## src/rtl/mh3_pkg.sv

```systemverilog
package mh3_pkg;

    // mixing constants
    localparam logic [31:0] MUR_C1 = 32'hcc9e2d51;
    localparam logic [31:0] MUR_C2 = 32'h1b873593;
    localparam logic [31:0] MUR_N  = 32'he6546b64;
    localparam logic [31:0] MUR_F1 = 32'h85ebca6b;
    localparam logic [31:0] MUR_F2 = 32'hc2b2ae35;

    // command queue between front and back
    localparam int QUEUE_DEPTH = 4;
    localparam int QUEUE_AW    = $clog2(QUEUE_DEPTH);

    // one word command: a full word or the tail of a message
    typedef struct packed {
        logic [31:0] word;
        logic        full;
        logic        last;
        logic        first;
        logic [31:0] seed;
        logic [31:0] length;
    } mh3_cmd_t;

    typedef enum logic [2:0] {
        BK_IDLE,
        BK_ROT,
        BK_MIX,
        BK_FIN0,
        BK_FIN1,
        BK_FIN2
    } bk_state_t;

endpackage

```

## src/rtl/mh3_front.sv

```systemverilog
module mh3_front
    import mh3_pkg::*;
(
    input  logic        aclk,
    input  logic        aresetn,
    input  logic        s_valid,
    output logic        s_ready,
    input  logic [7:0]  s_data_byte,
    input  logic [31:0] s_seed,
    input  logic        s_last_byte,
    output logic        cmd_valid,
    input  logic        cmd_ready,
    output mh3_cmd_t    cmd
);

    logic [23:0] word_reg;
    logic [1:0]  lane_reg;
    logic [31:0] len_reg;
    logic        in_msg_reg;
    logic [31:0] seed_reg;
    logic        first_pend_reg;

    logic        accept;
    logic        push;
    logic [31:0] word_cur;
    logic [31:0] len_cur;

    assign s_ready = cmd_ready;
    assign accept  = s_valid && cmd_ready;

    // merge the byte into its lane
    assign word_cur = {8'h00, word_reg} | ({24'h000000, s_data_byte} << {lane_reg, 3'b000});
    assign len_cur  = len_reg + 32'd1;

    // a full word or the end of a message becomes a request to the back end
    assign push      = accept && ((lane_reg == 2'd3) || s_last_byte);
    assign cmd_valid = push;

    always_comb begin
        cmd.word   = word_cur;
        cmd.full   = (lane_reg == 2'd3);
        cmd.last   = s_last_byte;
        cmd.first  = first_pend_reg || !in_msg_reg;
        cmd.seed   = in_msg_reg ? seed_reg : s_seed;
        cmd.length = len_cur;
    end

    // byte gathering state
    always_ff @(posedge aclk) begin
        if (!aresetn) begin
            word_reg       <= '0;
            lane_reg       <= '0;
            len_reg        <= '0;
            in_msg_reg     <= 1'b0;
            first_pend_reg <= 1'b0;
        end else if (accept) begin
            if (!in_msg_reg) begin
                seed_reg <= s_seed;
            end
            if (push) begin
                word_reg       <= '0;
                first_pend_reg <= 1'b0;
            end else begin
                word_reg       <= word_cur[23:0];
                first_pend_reg <= first_pend_reg || !in_msg_reg;
            end
            if (s_last_byte) begin
                lane_reg   <= '0;
                len_reg    <= '0;
                in_msg_reg <= 1'b0;
            end else begin
                lane_reg   <= lane_reg + 2'd1;
                len_reg    <= len_cur;
                in_msg_reg <= 1'b1;
            end
        end
    end

endmodule

```

## src/rtl/mh3_queue.sv

```systemverilog
module mh3_queue
    import mh3_pkg::*;
(
    input  logic     aclk,
    input  logic     aresetn,
    input  logic     in_valid,
    output logic     in_ready,
    input  mh3_cmd_t in_data,
    output logic     out_valid,
    input  logic     out_ready,
    output mh3_cmd_t out_data
);

    mh3_cmd_t              mem [QUEUE_DEPTH];
    logic [QUEUE_AW-1:0]   wr_ptr_reg;
    logic [QUEUE_AW-1:0]   rd_ptr_reg;
    logic [QUEUE_AW:0]     count_reg;
    logic                  wr_en;
    logic                  rd_en;

    assign in_ready  = (count_reg != QUEUE_AW'(0) + (QUEUE_AW+1)'(QUEUE_DEPTH));
    assign out_valid = (count_reg != '0);
    assign out_data  = mem[rd_ptr_reg];
    assign wr_en     = in_valid && in_ready;
    assign rd_en     = out_valid && out_ready;

    // storage
    always_ff @(posedge aclk) begin
        if (wr_en) begin
            mem[wr_ptr_reg] <= in_data;
        end
    end

    // pointers and fill level
    always_ff @(posedge aclk) begin
        if (!aresetn) begin
            wr_ptr_reg <= '0;
            rd_ptr_reg <= '0;
            count_reg  <= '0;
        end else begin
            if (wr_en) begin
                wr_ptr_reg <= wr_ptr_reg + QUEUE_AW'(1);
            end
            if (rd_en) begin
                rd_ptr_reg <= rd_ptr_reg + QUEUE_AW'(1);
            end
            if (wr_en && !rd_en) begin
                count_reg <= count_reg + (QUEUE_AW+1)'(1);
            end else if (rd_en && !wr_en) begin
                count_reg <= count_reg - (QUEUE_AW+1)'(1);
            end
        end
    end

endmodule

```

## src/rtl/mh3_back.sv

```systemverilog
module mh3_back
    import mh3_pkg::*;
(
    input  logic        aclk,
    input  logic        aresetn,
    input  logic        cmd_valid,
    output logic        cmd_ready,
    input  mh3_cmd_t    cmd,
    output logic        m_valid,
    input  logic        m_ready,
    output logic [31:0] m_hash_value
);

    bk_state_t   state_reg;
    bk_state_t   state_next;
    logic [31:0] h_reg;
    logic [31:0] k_reg;
    logic        full_reg;
    logic        last_reg;
    logic [31:0] len_reg;
    logic [31:0] hash_reg;
    logic        out_valid_reg;

    logic        slot_free;
    logic [31:0] mix_x;
    logic [31:0] mix_r;
    logic [31:0] mix_h;
    logic [31:0] fin0_x;
    logic [31:0] fin1_x;

    assign slot_free    = !out_valid_reg || m_ready;
    assign cmd_ready    = (state_reg == BK_IDLE);
    assign m_valid      = out_valid_reg;
    assign m_hash_value = hash_reg;

    // word fold into the running hash, times five as shift and add
    assign mix_x  = h_reg ^ k_reg;
    assign mix_r  = {mix_x[18:0], mix_x[31:19]};
    assign mix_h  = (full_reg ? ((mix_r << 2) + mix_r + MUR_N) : mix_x)
                    ^ (last_reg ? len_reg : 32'h0);
    assign fin0_x = h_reg ^ (h_reg >> 16);
    assign fin1_x = k_reg ^ (k_reg >> 13);

    // sequencer
    always_ff @(posedge aclk) begin
        if (!aresetn) begin
            state_reg <= BK_IDLE;
        end else begin
            state_reg <= state_next;
        end
    end

    always_comb begin
        state_next = state_reg;
        case (state_reg)
            BK_IDLE: begin
                if (cmd_valid) begin
                    state_next = BK_ROT;
                end
            end
            BK_ROT:  state_next = BK_MIX;
            BK_MIX:  state_next = last_reg ? BK_FIN0 : BK_IDLE;
            BK_FIN0: state_next = BK_FIN1;
            BK_FIN1: state_next = BK_FIN2;
            BK_FIN2: begin
                if (slot_free) begin
                    state_next = BK_IDLE;
                end
            end
            default: state_next = BK_IDLE;
        endcase
    end

    // datapath, at most one multiply per step
    always_ff @(posedge aclk) begin
        case (state_reg)
            BK_IDLE: begin
                if (cmd_valid) begin
                    k_reg    <= cmd.word * MUR_C1;
                    h_reg    <= cmd.first ? cmd.seed : h_reg;
                    full_reg <= cmd.full;
                    last_reg <= cmd.last;
                    len_reg  <= cmd.length;
                end
            end
            BK_ROT:  k_reg <= {k_reg[16:0], k_reg[31:17]} * MUR_C2;
            BK_MIX:  h_reg <= mix_h;
            BK_FIN0: k_reg <= fin0_x * MUR_F1;
            BK_FIN1: k_reg <= fin1_x * MUR_F2;
            BK_FIN2: begin
                if (slot_free) begin
                    hash_reg <= k_reg ^ (k_reg >> 16);
                end
            end
            default: begin
            end
        endcase
    end

    // result register
    always_ff @(posedge aclk) begin
        if (!aresetn) begin
            out_valid_reg <= 1'b0;
        end else if (state_reg == BK_FIN2 && slot_free) begin
            out_valid_reg <= 1'b1;
        end else if (m_ready) begin
            out_valid_reg <= 1'b0;
        end
    end

endmodule

```

## src/rtl/murmur3_hash_engine.sv

```systemverilog
// channel | ports                                  | request
// --------+----------------------------------------+------------------------------
// input   | s_valid s_ready s_data_byte s_seed     | one message byte, seed taken
//         | s_last_byte                            | on the first byte
// result  | m_valid m_ready m_hash_value           | 32-bit hash per message
//
// the front end takes one byte per cycle while the command queue has room
// the back end takes each word request in idle and steps it through rot and mix,
// a last word also through fin0, fin1 and fin2, which loads the output register;
// long messages run at one byte a cycle (front bound) while the queue has room
// reset is synchronous and clears the control state only, no clearing pass
// a stalled result holds in the output register; the queue fills behind it
module murmur3_hash_engine
    import mh3_pkg::*;
(
    input  logic        aclk,
    input  logic        aresetn,
    input  logic        s_valid,
    output logic        s_ready,
    input  logic [7:0]  s_data_byte,
    input  logic [31:0] s_seed,
    input  logic        s_last_byte,
    output logic        m_valid,
    input  logic        m_ready,
    output logic [31:0] m_hash_value
);

    mh3_cmd_t fr_cmd;
    logic     fr_valid;
    logic     fr_ready;
    mh3_cmd_t bk_cmd;
    logic     bk_valid;
    logic     bk_ready;

    // byte gathering
    mh3_front u_front (
        .aclk       (aclk),
        .aresetn    (aresetn),
        .s_valid    (s_valid),
        .s_ready    (s_ready),
        .s_data_byte(s_data_byte),
        .s_seed     (s_seed),
        .s_last_byte(s_last_byte),
        .cmd_valid  (fr_valid),
        .cmd_ready  (fr_ready),
        .cmd        (fr_cmd)
    );

    // word command queue
    mh3_queue u_queue (
        .aclk     (aclk),
        .aresetn  (aresetn),
        .in_valid (fr_valid),
        .in_ready (fr_ready),
        .in_data  (fr_cmd),
        .out_valid(bk_valid),
        .out_ready(bk_ready),
        .out_data (bk_cmd)
    );

    // mixing and finaliser
    mh3_back u_back (
        .aclk        (aclk),
        .aresetn     (aresetn),
        .cmd_valid   (bk_valid),
        .cmd_ready   (bk_ready),
        .cmd         (bk_cmd),
        .m_valid     (m_valid),
        .m_ready     (m_ready),
        .m_hash_value(m_hash_value)
    );

endmodule

```

## config.mk

```make
export PLATFORM = sky130hd
export DESIGN_NAME = murmur3_hash_engine
export DESIGN_NICKNAME = d
export VERILOG_FILES = /design/src/rtl/mh3_pkg.sv /design/src/rtl/mh3_front.sv /design/src/rtl/mh3_queue.sv /design/src/rtl/mh3_back.sv /design/src/rtl/murmur3_hash_engine.sv
export SDC_FILE = /design/constraint.sdc
export NUM_CORES = 2
export LEC_CHECK = 0
export BUFFER_PORTS_ARGS = -buffer_cell sky130_fd_sc_hd__buf_4
export CORE_MARGIN = 2
export CORE_UTILIZATION = 50
export CTS_BUF_LIST = sky130_fd_sc_hd__clkbuf_8
export DETAILED_ROUTE_END_ITERATION = 10
export GPL_TIMING_DRIVEN = 1
export PLACE_DENSITY_LB_ADDON = 0.1
export SETUP_SLACK_MARGIN = 0.02
export SLEW_MARGIN = 20
export SYNTH_ARGS = -nofsm -noshare
export SYNTH_HDL_FRONTEND = slang
export SYNTH_HIERARCHICAL = 1
export SYNTH_SLANG_ARGS = --single-unit
```

## constraint.sdc

```tcl
create_clock -name aclk -period 8.2 [get_ports aclk]
set_input_delay 2.05 -clock aclk [delete_from_list [all_inputs] [get_ports aclk]]
set_output_delay 2.05 -clock aclk [all_outputs]
set_load 0.05 [all_outputs]
```

After elaboration in Yosys (flattened, before gate mapping) --
Memory sizes are Yosys's and may differ from the RTL's. A register that Yosys moved wholly into a read port is not among the register bits. Cells that the tools add are included. Widths: inputs -> output; s select.
Cells by class: bitwise operators 6, add/sub/neg operators 8, muxes and demuxes 25, shift-type cells 1, multipliers 4, reduce and logical (&&, ||, !) cells 26, eq/ne operators 10
Operators by type and width (number):
- $mux 32 | 7
- $pmux 32 s4 | 1
- $mul 32x31->32 const B | 2
- $pmux 32 s2 | 1
- $xor 32x16->32 | 2
- $xor 32x32->32 | 2
- $add 32x1->32 const B | 1
- $add 32x32->32 | 1
- $add 32x32->32 const B | 1
- $mul 32x29->32 const B | 1
- $mul 32x32->32 const B | 1
- $or 24x32->32 | 1
- $shl 8x5->32 | 1
- $xor 32x19->32 | 1
- $mux 24 | 1
- $pmux 3 s6 | 1
- $mux 3 | 4
- $reduce_and 2->1 | 5
- $mux 2 | 4
- $logic_and 1x1->1 | 7
- $add 2x1->2 const B | 3
- $eq 3x2->1 const B | 2
- $eq 3x3->1 const B | 2
- $mux 1 | 6
- other kinds (13) | 22
Word-level totals: output and inout port bits 34, memories 1, RAM bits 396, bits in registers 233
Memory list:
- u_queue.mem | depth 4, bits a word 99, rd ports 1, clocked after memory_dff 1, wr ports 1, line mh3_queue.sv:14 | mh3_cmd_t mem [QUEUE_DEPTH];

Longest topological paths before layout --
depth in word-level cells 8, depth in mapped cells 30, mapped depth without buffers 29

Hierarchy --
Netlist, hierarchy kept.
By module, submodules not included:
- mh3_back | sequential area each 3983.8 um2, instances 1, cells an instance 4197, area an instance 41572.4 um2
- mh3_queue | sequential area each 12071.6 um2, instances 1, cells an instance 565, area an instance 14724.1 um2
- mh3_front | sequential area each 2162.1 um2, instances 1, cells an instance 468, area an instance 4642.0 um2

Worst setup path before layout --
OpenSTA, ideal clock, no wires.
path type register to register, from register u_back.k_reg[20], to register u_back.k_reg[29] (data pin), arrival time 7.017 ns, setup time 0.259 ns, cell stages (with the launch flop) 28, path buffers 0, period minus slack after synthesis 7.276 ns, slack 0.924 ns, cell sequence edfxtp_1 xnor2_1 inv_1 ha_1 inv_1 fa_1 fa_1 fa_1 inv_1 fa_1 inv_1 fa_1 inv_1 fa_1 inv_1 fa_1 inv_1 ha_1 a21o_1 a21o_1 a21oi_1 inv_1 a22oi_1 a21boi_0 o21a_1 o21ai_0 mux2i_1 a211o_1
Between the ends: cells in the longest elaborated chain, start to end 3
Ends and longest elaborated chain:
- from (decl) | line mh3_back.sv:17 | logic [31:0] k_reg;
- from (signal assigned) | line mh3_back.sv:79 | k_reg <= cmd.word * MUR_C1;
- from (signal assigned) | line mh3_back.sv:86 | BK_ROT: k_reg <= {k_reg[16:0], k_reg[31:17]} * MUR_C2;
- from (signal assigned) | line mh3_back.sv:88 | BK_FIN0: k_reg <= fin0_x * MUR_F1;
- $xor 32x19->32 | line mh3_back.sv:42 | assign fin1_x = k_reg ^ (k_reg >> 13);
- $mul 32x31->32 | line mh3_back.sv:89 | BK_FIN1: k_reg <= fin1_x * MUR_F2;
- $pmux 32 s4 * | line mh3_back.sv:76 | case (state_reg)
Mark *: on every way between the ends. The rest lies on a longest branch, timed or not. A chain may end at the register's enable or synchronous reset.

Worst setup path in the final report --
from register u_back.k_reg[31], to register u_back.k_reg[30] (data pin)
Same word-level chain as after synthesis.

==> summary.md <==
| Metric | Value |
|---|---|
| First drt pass iteration count | 7 |
| Async SR Flop Fraction | 0 |
| Hold Crit Start | u_front/first_pend_reg |
| Antenna violations before repair | 6 |
| Outcome | finished clean |
| R2r startpoint | u_back/k_reg[31] |
| RSZ-0062 raised after global routing | no |
| Final Hold Viols | 0 |
| Die Y | ~350 um |
| Number of global-route vias before repair | ~41000 |
| Final ANT Viol Nets | 0 |
| CP Capture Type | register |
| Mapped Area | 0.0609 sq mm |
| Synth Register Bits | about 630 |
| Initial DRC count | 2580 |
| Final TNS setup | 0 ns |
| Min Hold Slack | 0.472 ns |
| P&R area growth vs syn | 9.15% |
| Standard-cell row count | 128 |
| Worst Hold Depth | 2 |
| Crit path cell chain | xor2_1 -> ha_1 -> fa_1 -> inv_1 -> fa_1 -> inv_1 -> fa_1 -> fa_1 -> fa_1 -> fa_1 -> inv_1 -> fa_1 -> inv_1 -> ha_1 -> a21oi_1 -> o22ai_1 -> a211oi_1 -> buf_4 -> o21ai_0 -> a211oi_1 -> o211ai_1 |
| Fmax | roughly 120 MHz |
| Syn Area/Cell | 11.7 sq um |
| Main synth FF type | edfxtp_1 |
| CP Data Required Time | a little under 9 ns |
| Die area | 0.125 sq mm |
| IO Port Bufs | 78 |
| Max reg flops | about 400 |
| Cts bufs inserted | 106 |
| Final core utilization | 0.548 |
| Tmin final | 8.00 ns |
| Final setup margin | 0.199 ns |
| Slew HR | 0.291 |
| Worst skew pair latency | 0.83 ns |
| Maxcap violations | 0 |
| First-pass GRT wire length | 259 mm |
| Cells after Synth | roughly 5200 |
| CP peak stage delay | between 0.9 and 1 ns |
| Critical Path AT | 8.48 ns |
| Synthesized net count | around 6800 |
| Post-synthesis cell type count | between 90 and 100 |
| Final Slew Violations | 0 |
| DP HPWL | 139 mm |
| Biggest register | u_queue/mem |
| Vias | 38200 |
| Sink Count | 631 |
| Fraction of layout cells with a size suffix above 1 | 0.100 |
| Final setup viols | 0 |
| Post-synthesis sequential area ratio | 0.299 |
| Hold Path Class | register to register |
| Most used cell along the critical path | fa_1 |
| Crit start category | register |
| Critical path fanouts, max | 10 |
| Slowest cell on crit path | edfxtp_1 |
| Period Utilization, post-route | 0.976 |
| WS Path Type | register to register |
| Internal reg-to-reg setup slack | 0.20 ns |
| Share of the synthesized area in the top cell type | 0.275 |
| Drt total wl | 170 mm |
| Worst reg2reg endpoint | u_back/k_reg[30] |
| Chip width | 353 um |
| DR vias/cell | between 5 and 6 |
| Core box area | 0.121 sq mm |
| Final nets | 7033 |
| Starting Density | 0.502 |
| H-tree depth | 3 |
| Area leader, netlist | edfxtp_1 |
| Routability cong. | 0.974 |
| Hold Crit Endpoint | u_front/first_pend_reg |
| R2R depth | 21 |
| Per-cell routed wire length | 23.7 um |
| Post-synth EDFFs | 558 |
| Cts hold-fix bufs | 0 |
| Setup Skew | between 0.09 and 0.1 ns |
| # IOs | ~80 |
| Clock Pin Slew Worst Setup and Hold Paths | 0.06 ns |
| TritonCTS clock tree | done |
| Synth top area cells | edfxtp_1, fa_1, ha_1 |
| Setup Slack @ Placement | 0.0450 ns |
| GRT Util Overall | 0.281 |
| Longest Clk Path Bufs | 3 |
| CTS root buf | clkbuf_8 |
| Total gr overflow | 0 |
| Worst Tran Pin Value | ~1.1 ns |
| Largest net degree at the start of global routing | 67 |
| # DRC | 0 |
| YS warnings | 6 |
==> layout by cell type (no fill, tap or decap), types with 22 or more instances in the layout <==
| master | netlist | layout |
|---|---|---|
| a21o_1 | 73 | 73 |
| a21oi_1 | 124 | 124 |
| a31oi_1 | 25 | 25 |
| and3_1 | 24 | 24 |
| buf_4 | 7 | 228 |
| clkbuf_8 | 0 | 109 |
| clkinv_1 | 1 | 25 |
| dfxtp_1 | 73 | 70 |
| edfxtp_1 | 558 | 558 |
| fa_1 | 731 | 731 |
| ha_1 | 798 | 798 |
| inv_1 | 1251 | 1281 |
| mux2_2 | 33 | 33 |
| mux4_2 | 99 | 99 |
| nand2_1 | 181 | 181 |
| nand2b_1 | 22 | 22 |
| nand3_1 | 43 | 43 |
| nor2_1 | 146 | 144 |
| nor2b_1 | 22 | 22 |
| nor3_1 | 27 | 26 |
| nor3b_1 | 25 | 25 |
| o21a_1 | 27 | 27 |
| o21ai_0 | 136 | 136 |
| xnor2_1 | 267 | 266 |
| xor2_1 | 132 | 131 |
==> logic make-up (layout without fill, tap and decap cells) <==
| logic type | count (synthesis) | count (layout) | synth area share |
|---|---|---|---|
| and+or+nand+nor | 595 | 595 | 0.0485 |
| AOI/OAI and AO/OA | 562 | 562 | 0.0599 |
| other | 0 | 5 | 0 |
| xor gates and xnor gates | 399 | 399 | 0.0573 |
| buffers and inverters | 1361 | 1676 | 0.0852 |
| adders and majority gates | 1529 | 1529 | 0.404 |
| muxes | 153 | 153 | 0.0461 |
| DFF | 631 | 631 | 0.299 |
==> final cells by class <==
cell class / count / area, sq um
antenna: 5 / 12.5
clock buffer: 109 / 1500
clock inverter: 85 / 724
fill: 10700 / 54900
inverter: 1253 / 4700
multi-input combinational: 3238 / 37600
sequential: 631 / 18200
tap: 1625 / 2030
timing repair buffer: 229 / 1730
==> stage by stage <==
step	area, sq um	instances
final	66500	7175
after global routing	66500	7174
after floorplan	60900	5230
after detailed placement	64200	6973
after global placement	64200	6973
after CTS	66500	7167
==> timing repair <==
| item | in CTS | in global routing |
|---|---|---|
| buffers inserted | 0 | 3 |
| resized for setup | 2 | 2 |
| endpoints found under the setup margin | 1 | 4 |
==> per-layer routing <==
metal / track usage / part of all wire / up-vias
met3: 0.0359 / 0.051 / 261
met1: 0.392 / 0.44 / 19300
li1: - / - / 17700
met5: 0 / 0.000076 / -
met2: 0.453 / 0.47 / 986
met4: 0.0998 / 0.038 / 2
==> cell usage after synthesis (7+ instances only) <==
library cell  number
nand3_1           43
nand2b_1          22
a211oi_1          20
dfxtp_1           73
mux2i_1           21
edfxtp_1         558
xnor2_1          267
o31ai_1           10
o21ai_0          136
ha_1             798
nor3_1            27
nor4_1             8
xor2_1           132
a211o_1            8
nand4_1           16
inv_1           1251
o22ai_1           11
nor2b_1           22
nor3b_1           25
nor2_1           146
and3_1            24
or2_2             10
o21a_1            27
nand2_1          181
mux4_2            99
and2_1            20
mux2_2            33
a22oi_1           20
a31oi_1           25
clkbuf_1          79
a21oi_1          124
or3_1             20
a21o_1            73
buf_4              7
buf_2             11
o211ai_1          19
fa_1             731
o21bai_1          15
==> worst max-delay path by stage <==
stage,startpoint,endpoint,slack [ns]
floorplan,u_back/k_reg[20],u_back/k_reg[29],0.92
global placement,u_back/h_reg[6],u_back/k_reg[30],-0.03
detailed placement,u_back/h_reg[6],u_back/k_reg[30],0.04
CTS,u_back/k_reg[31],u_back/k_reg[30],0.21
global route,u_back/h_reg[20],u_back/k_reg[29],0.03
finish,u_back/k_reg[31],u_back/k_reg[30],0.20
==> worst max-delay path: cells and delay by family, from the launching register on <==
kind	cells	cell delay [ns]
flops	1	0.97
compound gates	6	1.33
fa+ha+maj	9	4.33
xor+xnor	1	0.59
buf+inv	5	0.41
Power is not shown: default switching activity piles up to over one toggle a cycle in this logic, so the estimate is an artifact.
